### config.mk
export PLATFORM = sky130hd
export DESIGN_NAME = zigzag_varint_codec
export DESIGN_NICKNAME = d
export VERILOG_FILES = /design/src/hw/rtl/zvc_pkg.sv /design/src/hw/rtl/zvc_enc.sv /design/src/hw/rtl/zvc_dec.sv /design/src/hw/rtl/zigzag_varint_codec.sv
export SDC_FILE = /design/constraint.sdc
export NUM_CORES = 1
export LEC_CHECK = 0
export ABC_AREA = 1
export BUFFER_PORTS_ARGS = -buffer_cell sky130_fd_sc_hd__clkbuf_2
export CAP_MARGIN = 20
export CELL_PAD_IN_SITES_DETAIL_PLACEMENT = 1
export CELL_PAD_IN_SITES_GLOBAL_PLACEMENT = 1
export CORE_AREA = 2 2 187 189
export CTS_BUF_LIST = sky130_fd_sc_hd__clkbuf_8
export CTS_CLUSTER_DIAMETER = 60
export DETAILED_ROUTE_END_ITERATION = 8
export DIE_AREA = 0 0 189 191
export PLACE_DENSITY_LB_ADDON = 0.15
export SETUP_SLACK_MARGIN = 0.1
export SYNTH_ARGS = -nofsm -noshare
export SYNTH_HDL_FRONTEND = slang
export SYNTH_SLANG_ARGS = --single-unit
### constraint.sdc
create_clock -name i_clk -period 9.9 [get_ports i_clk]
set_input_delay 1.485 -clock i_clk [delete_from_list [all_inputs] [get_ports i_clk]]
set_output_delay 1.485 -clock i_clk [all_outputs]
set_load 0.05 [all_outputs]
### src/hw/rtl/zvc_pkg.sv
package zvc_pkg;

    localparam int VALUE_BITS_DEF = 64;  // default width of the coded value
    localparam int VAL_W          = 64;  // width of value_in and value_out
    localparam int BYTE_W         = 8;
    localparam int DIGIT_W        = 7;   // data bits carried by one coded byte

    // Operation selected by cmd.
    localparam logic CMD_ENC = 1'b0;
    localparam logic CMD_DEC = 1'b1;

    // Controller states of the top level.
    typedef enum logic {
        ST_IDLE,
        ST_ENC
    } t_state;

    // One result transaction as it sits in the output register.
    typedef struct packed {
        logic                 is_value;
        logic [BYTE_W-1:0]    out_byte;
        logic [VAL_W-1:0]     value_out;
        logic                 last;
        logic                 truncated;
        logic                 overflow_error;
    } t_res;

    // Status of the decoder for the byte currently offered.
    typedef struct packed {
        logic emit;       // this byte closes the value and yields a result
        logic truncated;
        logic overflow;
    } t_dec_stat;

endpackage

### src/hw/rtl/zvc_enc.sv
module zvc_enc #(
    parameter int VALUE_BITS = zvc_pkg::VALUE_BITS_DEF
) (
    input  logic                      i_clk,
    input  logic                      i_load,
    input  logic [zvc_pkg::VAL_W-1:0] i_value,
    input  logic                      i_step,
    output zvc_pkg::t_res             o_res
);
    import zvc_pkg::*;

    logic [VALUE_BITS-1:0] r_sh;
    logic [VALUE_BITS-1:0] n_sh;
    logic [VALUE_BITS-1:0] w_n;
    logic [VALUE_BITS-1:0] w_zz;
    logic                  w_more;

    // Zigzag mapping: shift left one and flip every bit of a negative value.
    assign w_n  = i_value[VALUE_BITS-1:0];
    assign w_zz = {w_n[VALUE_BITS-2:0], 1'b0} ^ {VALUE_BITS{w_n[VALUE_BITS-1]}};

    // More bytes follow while anything is left above the low group.
    assign w_more = |r_sh[VALUE_BITS-1:DIGIT_W];

    always_comb begin
        n_sh = r_sh;
        if (i_load) begin
            n_sh = w_zz;
        end else if (i_step) begin
            n_sh = r_sh >> DIGIT_W;
        end
    end

    always_ff @(posedge i_clk) begin
        r_sh <= n_sh;
    end

    always_comb begin
        o_res                = '0;
        o_res.is_value       = 1'b0;
        o_res.out_byte       = {w_more, r_sh[DIGIT_W-1:0]};
        o_res.last           = !w_more;
    end

endmodule

### src/hw/rtl/zvc_dec.sv
module zvc_dec #(
    parameter int VALUE_BITS = zvc_pkg::VALUE_BITS_DEF
) (
    input  logic                       i_clk,
    input  logic                       i_rst_n,
    input  logic                       i_step,
    input  logic [zvc_pkg::BYTE_W-1:0] i_byte,
    input  logic                       i_eod,
    output zvc_pkg::t_dec_stat         o_stat,
    output zvc_pkg::t_res              o_res
);
    import zvc_pkg::*;

    localparam int MAXG  = (VALUE_BITS + DIGIT_W - 1) / DIGIT_W;
    localparam int ACC_W = MAXG * DIGIT_W;

    // The accumulator is split into digit lanes; a one-hot window marks the
    // lane that takes the next group, so it also stands for the group count.
    logic [ACC_W-1:0]             r_acc;
    logic [ACC_W-1:0]             n_acc;
    logic [MAXG-1:0]              r_win;
    logic [MAXG-1:0]              n_win;
    logic [ACC_W-1:0]             w_acc;
    logic [VALUE_BITS-1:0]        w_zz;
    logic signed [VALUE_BITS-1:0] w_val;
    logic                         w_cont;

    always_comb begin
        w_acc = r_acc;
        for (int j = 0; j < MAXG; j++) begin
            if (r_win[j]) begin
                w_acc[j*DIGIT_W +: DIGIT_W] = r_acc[j*DIGIT_W +: DIGIT_W]
                                              | i_byte[DIGIT_W-1:0];
            end
        end
    end

    // Zigzag unmapping: shift right one and flip all bits when the low bit is set.
    assign w_zz  = w_acc[VALUE_BITS-1:0];
    assign w_val = (w_zz >> 1) ^ {VALUE_BITS{w_zz[0]}};

    assign w_cont = i_byte[BYTE_W-1];

    always_comb begin
        o_stat.overflow  = w_cont && r_win[MAXG-1];
        o_stat.truncated = w_cont && !r_win[MAXG-1] && i_eod;
        o_stat.emit      = !w_cont || r_win[MAXG-1] || i_eod;
    end

    always_comb begin
        o_res                = '0;
        o_res.is_value       = 1'b1;
        o_res.truncated      = o_stat.truncated;
        o_res.overflow_error = o_stat.overflow;
        o_res.value_out      = o_stat.overflow ? '0 : VAL_W'(w_val);
    end

    always_comb begin
        n_acc = r_acc;
        n_win = r_win;
        if (i_step) begin
            if (o_stat.emit) begin
                n_acc = '0;
                n_win = MAXG'(1);
            end else begin
                n_acc = w_acc;
                n_win = {r_win[MAXG-2:0], 1'b0};
            end
        end
    end

    always_ff @(posedge i_clk) begin
        if (!i_rst_n) begin
            r_acc <= '0;
            r_win <= MAXG'(1);
        end else begin
            r_acc <= n_acc;
            r_win <= n_win;
        end
    end

endmodule

### src/hw/rtl/zigzag_varint_codec.sv
// Channel | Direction | tdata (low bit up)          | tuser (low bit up)                 | tlast
// s_      | input     | value_in[63:0], in_byte[7:0] | cmd                                | end_of_data
// m_      | output    | out_byte[7:0], value_out[63:0] | is_value, truncated, overflow_error | last
//
// A decode transaction's result, if any, sits in the output register in the cycle after
// it is accepted. An encode transaction first loads the zigzag shift register, then the
// encoder register shifts out 7 bits at a time, one coded byte (1 to 10 at 64 bits) per
// step into the output register. Reset is synchronous and active low; it empties
// the output register and clears the decoder accumulator. A stalled master side holds
// the output register and the encoder shift, and s_tready stays low until space frees up.
module zigzag_varint_codec #(
    parameter int VALUE_BITS = zvc_pkg::VALUE_BITS_DEF
) (
    input  logic        i_clk,
    input  logic        i_rst_n,
    input  logic        s_tvalid,
    output logic        s_tready,
    input  logic [71:0] s_tdata,   // value_in[63:0], in_byte[71:64]
    input  logic [0:0]  s_tuser,   // cmd
    input  logic        s_tlast,   // end_of_data
    output logic        m_tvalid,
    input  logic        m_tready,
    output logic [71:0] m_tdata,   // out_byte[7:0], value_out[71:8]
    output logic [2:0]  m_tuser,   // is_value, truncated, overflow_error
    output logic        m_tlast    // last
);
    import zvc_pkg::*;

    t_state    r_state;
    t_state    n_state;
    t_res      r_res;
    t_res      n_res;
    logic      r_mvalid;
    logic      n_mvalid;

    t_res      w_enc_res;
    t_res      w_dec_res;
    t_dec_stat w_dec_stat;

    logic      w_out_free;
    logic      w_accept;
    logic      w_enc_load;
    logic      w_enc_step;
    logic      w_dec_step;
    logic      w_load_out;
    logic      w_sel_enc;

    // The output register can take a new result when empty or draining now.
    assign w_out_free = !r_mvalid || m_tready;
    assign w_accept   = s_tvalid && s_tready;

    zvc_enc #(
        .VALUE_BITS (VALUE_BITS)
    ) u_enc (
        .i_clk   (i_clk),
        .i_load  (w_enc_load),
        .i_value (s_tdata[VAL_W-1:0]),
        .i_step  (w_enc_step),
        .o_res   (w_enc_res)
    );

    zvc_dec #(
        .VALUE_BITS (VALUE_BITS)
    ) u_dec (
        .i_clk   (i_clk),
        .i_rst_n (i_rst_n),
        .i_step  (w_dec_step),
        .i_byte  (s_tdata[VAL_W +: BYTE_W]),
        .i_eod   (s_tlast),
        .o_stat  (w_dec_stat),
        .o_res   (w_dec_res)
    );

    // Next state: an encode transaction runs until its last byte has moved
    // into the output register.
    always_comb begin
        n_state = r_state;
        case (r_state)
            ST_IDLE: begin
                if (w_accept && (s_tuser[0] == CMD_ENC)) begin
                    n_state = ST_ENC;
                end
            end
            ST_ENC: begin
                if (w_out_free && w_enc_res.last) begin
                    n_state = ST_IDLE;
                end
            end
            default: n_state = ST_IDLE;
        endcase
    end

    // Controller outputs.
    always_comb begin
        s_tready   = 1'b0;
        w_enc_load = 1'b0;
        w_enc_step = 1'b0;
        w_dec_step = 1'b0;
        w_load_out = 1'b0;
        w_sel_enc  = 1'b0;
        case (r_state)
            ST_IDLE: begin
                s_tready   = w_out_free;
                w_enc_load = w_accept && (s_tuser[0] == CMD_ENC);
                w_dec_step = w_accept && (s_tuser[0] == CMD_DEC);
                w_load_out = w_dec_step && w_dec_stat.emit;
            end
            ST_ENC: begin
                w_sel_enc  = 1'b1;
                w_enc_step = w_out_free;
                w_load_out = w_out_free;
            end
            default: begin
                s_tready = 1'b0;
            end
        endcase
    end

    always_comb begin
        n_res    = r_res;
        n_mvalid = r_mvalid && !m_tready;
        if (w_load_out) begin
            n_res    = w_sel_enc ? w_enc_res : w_dec_res;
            n_mvalid = 1'b1;
        end
    end

    always_ff @(posedge i_clk) begin
        if (!i_rst_n) begin
            r_state  <= ST_IDLE;
            r_mvalid <= 1'b0;
        end else begin
            r_state  <= n_state;
            r_mvalid <= n_mvalid;
        end
    end

    // The result payload needs no reset; the valid flag qualifies it.
    always_ff @(posedge i_clk) begin
        r_res <= n_res;
    end

    assign m_tvalid = r_mvalid;
    assign m_tdata  = {r_res.value_out, r_res.out_byte};
    assign m_tuser  = {r_res.overflow_error, r_res.truncated, r_res.is_value};
    assign m_tlast  = r_res.last;

`ifndef SYNTHESIS
    // While an encode transaction is being emitted no new item may enter.
    assert property (@(posedge i_clk) disable iff (!i_rst_n)
        (r_state == ST_ENC) |-> !s_tready)
        else $error("input accepted during encode emission");

    // An overflow result carries a zero value.
    assert property (@(posedge i_clk) disable iff (!i_rst_n)
        (r_mvalid && r_res.overflow_error) |-> (r_res.value_out == '0))
        else $error("overflow result with nonzero value");

    // The final coded byte of a value never has its continuation bit set.
    assert property (@(posedge i_clk) disable iff (!i_rst_n)
        (r_mvalid && r_res.last) |-> (!r_res.is_value && !r_res.out_byte[BYTE_W-1]))
        else $error("last byte with continuation bit");

    // After an encode load the controller is emitting bytes.
    assert property (@(posedge i_clk) disable iff (!i_rst_n)
        w_enc_load |=> (r_state == ST_ENC))
        else $error("encode load did not start emission");
`endif

endmodule

==> flow_summary.ini, run 1 <==
[flow_run]
drv_cap = 0

[yosys]
syn_avg_cell_area_um2 = 10.2
synth_flop_cell = edfxtp_1
ys_seq_elements = 216
syn_area_um2 = 9440
syn-num-nets = 1007
synth_most_common_cell = edfxtp_1
synth_top_area_share_pct = 44.5
syn_inst = 929
async_reset_ff_share_pct = 0
ys_warn_count = 0
synth_edf_count = 140
synthTopCellsByCount = edfxtp_1, nor2_1, o21ai_0, a21oi_1, nand2_1
synth_top_area_cell = edfxtp_1
yosysSeqAreaShare_pct = 60.6
synth_cell_type_count = 29
ys_top_cells_by_area = edfxtp_1, dfxtp_1, xnor2_1

[timing]
setup_tns_ns = 0
drv_slew = 0
skew_ns = 0.0156
slew_headroom_pct = 32.6
rsz0062_at_grt = false
finalHoldViolCount = 0
finalCritPeriodShare_pct = 38.9
worst_slew_pin_slew_ns = 1.01
post-route-min-period_ns = 3.85
max_freq_mhz = 260
finalSetupViolations = 0

[place]
routabilityCongestion = 0.710
dp_hpwl_mm = 16.5
numPortBuffers = 155

[cells_and_area]
drive_gt1_share_pct = 21.4
areaGrowthSynthToFinish_pct = 20.5
final_core_util_pct = 33.4
fill_cells = 3929
fin_nets = 1139

[routing]
drtIter0Drc = 367
wirelength_mm = 25.5
ant_nets = 0
routedWlPerCell_um = 16.5
drt_first_pass_iters = 4
drc_errors = 0
vias_per_cell = 4.50
num_vias = 6974

[clocking]
clockRootBuffer = clkbuf_8
numCtsBuffers = 40
cts.sinks = 216
ctsHoldBuffers = 0
clk_latency_ns = 0.53
path_clk_slew_ns = 0.06
cts.path.max_buffers = 3
cts_tree = done
cts_setup_buffers = 0
htree_levels = 2
cts_resized = 0

[pwr]
switching_power_mw = 0.729
combPwrFrac_pct = 17.5
p_int_mw = 1.66
power_density_nw_per_um2 = 210
clkPwrFrac_pct = 36.1
p_leak_nw = 4.32
ir_worst_vdd_mv = 0.0767
switching_share_pct = 30.5
power_mw = 2.39
seqPwrFrac_pct = 46.4

[worst_hold_path]
hp-class = reg -> reg

[global_route]
grt_usage_pct = 14.1
grt_pass1_wl_mm = 39.7
grt_max_degree = 107
grt_pass1_vias = 7133
overflow = 0
antenna_found_initial = 3

[run_status]
status = finished, final reports clean

[die]
ios = 156
rows = 68
core_um2 = 34100
initial_core_util_pct = 27.7
die_w_um = 189
die_area_um2 = 36100
die_h_um = 191

[critical_path]
endpoint_kind = primary output
cp_data_arrival_time_ns = 2.36
critPathKind = in -> out
crit_fanout = 3
cp-start-kind = primary input
worst_ep_required_time_ns = 8.42
## cell type report
class | instances | area, µm² | area share [%]
clock inverters | 26 | 166 | 1.46
flip-flops and latches | 216 | 5730 | 50.3
diodes | 3 | 7.51 | 0.0660
well taps | 455 | 569 | 5.00
multi-input cells | 603 | 3270 | 28.8
clock buffers | 47 | 647 | 5.69
repair buffers | 163 | 851 | 7.48
inverters | 37 | 139 | 1.22
## worst max-delay path, cell delays in order
cell,delay [ns]
clkbuf_2,0.08
inv_1,0.04
nand2_2,0.08
inv_1,0.12
nor2_2,0.23
clkbuf_2,0.33
## sequential cells by signal (all words and copies together) (netlist names)
| signal | count |
|---|---|
| u_dec.r_win | 10 |
| m_tuser | 3 |
| r_state | 1 |
| m_tvalid | 1 |
| u_dec.r_acc | 64 |
| u_enc.r_sh | 64 |
| m_tlast | 1 |
| m_tdata | 72 |
## power groups by stage
stage | sequential (mW) | clock, mW | combinational, mW
2_1_floorplan | 1.25 | 0 | 0.192
3_3_place_gp | 1.13 | 0 | 0.422
3_5_place_dp | 1.13 | 0 | 0.425
4_1_cts | 1.11 | 0.899 | 0.426
5_1_grt | 1.12 | 0.934 | 0.462
6_report | 1.11 | 0.861 | 0.419
## through the flow
stage	setup WS, ns	hold WS (ns)	area (µm²)	std cells
final	6.05	0.460	11400	1550
after global routing	5.98	0.481	11400	1547
after CTS	6.03	0.463	11400	1546
after detailed placement	5.84	0.449	10500	1473
after global placement	5.88	0.438	10500	1473
after floorplan	2.29	0.431	9440	929
## final timing paths
path                   startpoint         endpoint  slack [ns]  cells after the start
setup / recovery         m_tready         s_tready        6.05                      6
hold / removal    u_dec.r_acc[52]  u_dec.r_acc[52]        0.46                      2
setup reg to reg          r_state      m_tdata[57]        6.75                      7
hold reg to reg   u_dec.r_acc[52]  u_dec.r_acc[52]        0.46                      2
## metal layers
layer  vias to the layer above  global-route usage [%]  part of all wire (%)  routed length (µm)
met5                         -                       0                     0                   0
met4                         0                    3.76                   1.6                 419
met3                        33                    3.84                   5.9                1520
met2                       152                    23.1                    46               11900
met1                      3238                    18.2                    46               11700
li1                       3551                       -                     -                   -
## layout by cell type (no fill, tap or decap)
master	instances
nand2_2	3
buf_12	1
xnor2_1	63
and2_0	1
clkbuf_2	154
diode_2	3
nor4_1	1
inv_2	3
o21ai_4	2
inv_1	43
or2_2	1
nor2_4	1
clkinv_1	8
o21ai_0	99
o21bai_1	35
nand3_2	1
o211ai_1	1
clkbuf_8	47
buf_4	8
nand3_4	1
dfxtp_1	76
nor3_1	1
nand3_1	1
clkinv_2	4
edfxtp_1	140
a21oi_4	2
a211oi_1	9
a31oi_1	64
bufinv_16	2
nand2_1	82
o21ai_1	21
nor2_1	119
a21oi_1	94
nor2_2	1
clkinvlp_4	3
## cells by family after synthesis
logic type | Yosys count | synth area share [%]
compound gates | 327 | 19.5
simple gates | 213 | 8.89
flops | 216 | 60.6
buf+inv | 110 | 5.17
xor+xnor | 63 | 5.84
Note: power is estimated with default switching activity, not from simulation.
==> run 2, diff against run 1 <==
==> constraint.sdc (replaced) <==
create_clock -name i_clk -period 3.38 [get_ports i_clk]
set_input_delay 0.507 -clock i_clk [delete_from_list [all_inputs] [get_ports i_clk]]
set_output_delay 0.507 -clock i_clk [all_outputs]
set_load 0.05 [all_outputs]
==> flow_summary.ini, run 2 (same netlist as run 1, synthesis figures left out) <==
[run_status]
status = finished, final reports clean

[routing]
ant_nets = 0
drtIter0Drc = 415
drc_errors = 0
routedWlPerCell_um = 16.4
vias_per_cell = 4.52
num_vias = 7060
drt_first_pass_iters = 4
wirelength_mm = 25.6

[cells_and_area]
fill_cells = 3939
largest_reg_flops = 72
drive_gt1_share_pct = 21.6
fin_nets = 1152
final_core_util_pct = 33.4
final_cell_mix = clkbuf_2, edfxtp_1, nor2_1
final_common_cell = clkbuf_2
areaGrowthSynthToFinish_pct = 20.7

[die]
core_um2 = 34100
die_h_um = 191
die_w_um = 189
die_area_um2 = 36100
initial_core_util_pct = 27.7
ios = 156
rows = 68

[clocking]
numCtsBuffers = 40
cts.path.max_buffers = 3
clk_latency_ns = 0.54
clockRootBuffer = clkbuf_8
cts_resized = 0
ctsHoldBuffers = 0
cts_tree = done
path_clk_slew_ns = 0.05
htree_levels = 2
cts.sinks = 216
cts_setup_buffers = 0

[global_route]
busiest_layer = met2
use_met2_pct = 23.3
antenna_found_initial = 4
grtUsageMet3_pct = 3.97
grt_pass1_wl_mm = 41.1
grt_max_degree = 123
grt_usage_pct = 14.5
overflow = 0
met1_usage_pct = 19.1
grt_pass1_vias = 7246

[critical_path]
endpoint_kind = primary output
cp-start-kind = register
cp_data_arrival_time_ns = 1.63
crit_fanout = 3
critPathKind = reg -> out
worst_ep_required_time_ns = 2.87

[timing]
setup_tns_ns = 0
hold_ws_ns = 0.240
finalHoldViolCount = 0
finalCritPeriodShare_pct = 63.1
max_freq_mhz = 469
rsz0062_at_grt = false
finalSetupViolations = 0
slew_headroom_pct = 31.8
post-route-min-period_ns = 2.13
worst_slew_pin_slew_ns = 1.02
skew_ns = 0.0242
drv_slew = 0

[pwr]
power_density_nw_per_um2 = 590
p_leak_nw = 4.37
ir_worst_vdd_mv = 0.241

[place]
numPortBuffers = 155
dp_hpwl_mm = 17.0
routabilityCongestion = 0.737

[flow_run]
drv_cap = 0

[worst_hold_path]
hp-class = in -> reg
## run 2: path summary, 6_finish.rpt
kind                   startpoint  depth (start not counted)  slack (ns)              end
setup reg to reg         m_tvalid                          4        1.28    u_enc.r_sh[6]
hold / removal            i_rst_n                          2        0.24   u_dec.r_win[0]
setup / recovery         m_tvalid                          4        1.25         s_tready
hold reg to reg   u_dec.r_acc[55]                          2        0.46  u_dec.r_acc[55]
## run 2: layer usage
metal	vias to the layer above	share of wire (%)
li1	3574	-
met1	3276	46
met2	170	46
met3	38	6.5
met4	2	1.8
met5	-	0.059
## run 2: report_power, final
part / switching [mW] / internal, mW
Clock: 1.08 / 1.15
Sequential: 0.111 / 3.13
Combinational: 0.926 / 0.334
Total: 2.12 / 4.60
## run 2: worst max-delay path, stage by stage (launching register included)
cell      delay, ns
dfxtp_1        0.33
nand2_2        0.10
inv_1          0.11
nor2_2         0.21
clkbuf_2       0.34
## run 2: layout make-up
class | instances | area [µm²] | area share (%)
flip-flops and latches | 216 | 5730 | 50.2
multi-input cells | 603 | 3270 | 28.7
repair buffers | 176 | 981 | 8.61
clock buffers | 42 | 578 | 5.07
well taps | 455 | 569 | 5.00
inverters | 37 | 139 | 1.22
clock inverters | 30 | 124 | 1.09
diodes | 3 | 7.51 | 0.0659
## run 2: through the flow
step                      instances  cell area (µm²)  worst slack [ns]  power, mW
after global placement         1486            10700             0.920       4.57
after CTS                      1558            11400              1.18       6.86
final                          1562            11400              1.25       6.72
after detailed placement       1486            10700             0.889       4.58
after global routing           1559            11400              1.03       7.10
after floorplan                 929             9450             0.223       4.19
==> run 3, diff against run 2 <==
==> constraint.sdc (replaced) <==
create_clock -name i_clk -period 2.13 [get_ports i_clk]
set_input_delay 0.3195 -clock i_clk [delete_from_list [all_inputs] [get_ports i_clk]]
set_output_delay 0.3195 -clock i_clk [all_outputs]
set_load 0.05 [all_outputs]
==> flow_summary.ini, run 3 (same netlist as run 1, synthesis figures left out) <==
[critical_path]
crit_fanout = 3
cp-start-kind = register
worst_ep_required_time_ns = 1.81
cp_data_arrival_time_ns = 1.52
startpoint = m_tvalid
endpoint_kind = primary output
r2r-start = r_state
critPathKind = reg -> out

[routing]
ant_nets = 0
drc_errors = 0
drtIter0Drc = 318
num_vias = 7148
vias_per_cell = 4.53
drt_first_pass_iters = 4
routedWlPerCell_um = 16.3
wirelength_mm = 25.7

[flow_run]
drv_cap = 0

[run_status]
status = finished, final reports clean

[cells_and_area]
stdcell_count = 1578
drive_gt1_share_pct = 23.0
final_cell_mix = clkbuf_2, edfxtp_1, nor2_1
largest_reg_flops = 72
fill_cells = 3935
fin_nets = 1167
areaGrowthSynthToFinish_pct = 23.3
final_common_cell = clkbuf_2

[place]
dp_hpwl_mm = 17.4
dp.cells = 1500
numPortBuffers = 155
routabilityCongestion = 0.768
dp_worst_setup_slack_ns = 0.366

[global_route]
grt_max_degree = 123
grt_pass1_vias = 7164
grt_usage_pct = 14.2
antenna_found_initial = 3
grt_pass1_wl_mm = 40.2
overflow = 0

[timing]
setup_tns_ns = 0
rsz0062_at_grt = false
slew_headroom_pct = 60.0
setup_ws_ns = 0.294
finalSetupViolations = 0
post-route-min-period_ns = 1.84
worst_slew_pin_slew_ns = 0.598
finalHoldViolCount = 0
hold_ws_ns = 0.133
skew_ns = 0.0284
max_freq_mhz = 545
drv_slew = 0
finalCritPeriodShare_pct = 86.2

[die]
rows = 68
initial_core_util_pct = 27.7
die_area_um2 = 36100
core_um2 = 34100
die_h_um = 191
ios = 156
die_w_um = 189

[clocking]
clk_latency_ns = 0.55
cts_resized = 0
ctsHoldBuffers = 1
numCtsBuffers = 41
cts.sinks = 216
cts.path.max_buffers = 3
cts_tree = done
path_clk_slew_ns = 0.06
clockRootBuffer = clkbuf_8
cts_setup_buffers = 0
htree_levels = 2

[pwr]
ir_worst_vdd_mv = 0.288
p_leak_nw = 4.51
power_density_nw_per_um2 = 942

[worst_hold_path]
hp-class = in -> reg
min_from = s_tlast
==> run 3: worst paths after layout <==
path	end	slack [ns]	cells past startpoint
setup / recovery	s_tready	0.29	4
setup reg to reg	u_dec.r_win[4]	0.45	6
hold / removal	m_tuser[1]	0.13	3
hold reg to reg	u_dec.r_acc[38]	0.46	2
==> run 3: per-stage QoR <==
stage / total power [mW] / utilization [%] / area [µm²]
2_1_floorplan: 6.66 / - / 9480
3_3_place_gp: 7.31 / 31.9 / 10900
3_5_place_dp: 7.32 / 31.9 / 10900
4_1_cts: 11.2 / 34.1 / 11600
5_1_grt: 11.6 / 34.1 / 11600
6_report: 11.0 / 34.1 / 11600
==> run 3: worst max-delay path, cell delays in order (launching register included) <==
cell and delay [ns]:
dfxtp_4 0.36, nand2_4 0.08, inv_4 0.06, nor2_4 0.15, clkbuf_2 0.32
==> run 3: layer usage <==
layer,up-vias,track usage (%),share of wire (%)
met5,-,0,0.047
met4,2,4.21,2.2
met3,43,4.06,5.8
met2,162,23.1,46
met1,3323,18.4,46
li1,3618,-,-
==> run 3: area by class of cell <==
| cell class | count | area [µm²] | share of cell area, % |
|---|---|---|---|
| Timing Repair Buffer | 190 | 1160 | 9.93 |
| Tap cell | 455 | 569 | 4.89 |
| Inverter | 37 | 141 | 1.21 |
| Antenna cell | 2 | 5.00 | 0.0430 |
| Clock inverter | 29 | 126 | 1.09 |
| Clock buffer | 46 | 633 | 5.44 |
| Multi-Input combinational cell | 603 | 3280 | 28.2 |
| Sequential cell | 216 | 5730 | 49.2 |
==> run 3: report_power, final <==
part	internal [mW]	switching [mW]	total (mW)
Combinational	0.580	1.51	2.09
Sequential	4.96	0.152	5.11
Clock	1.98	1.79	3.77
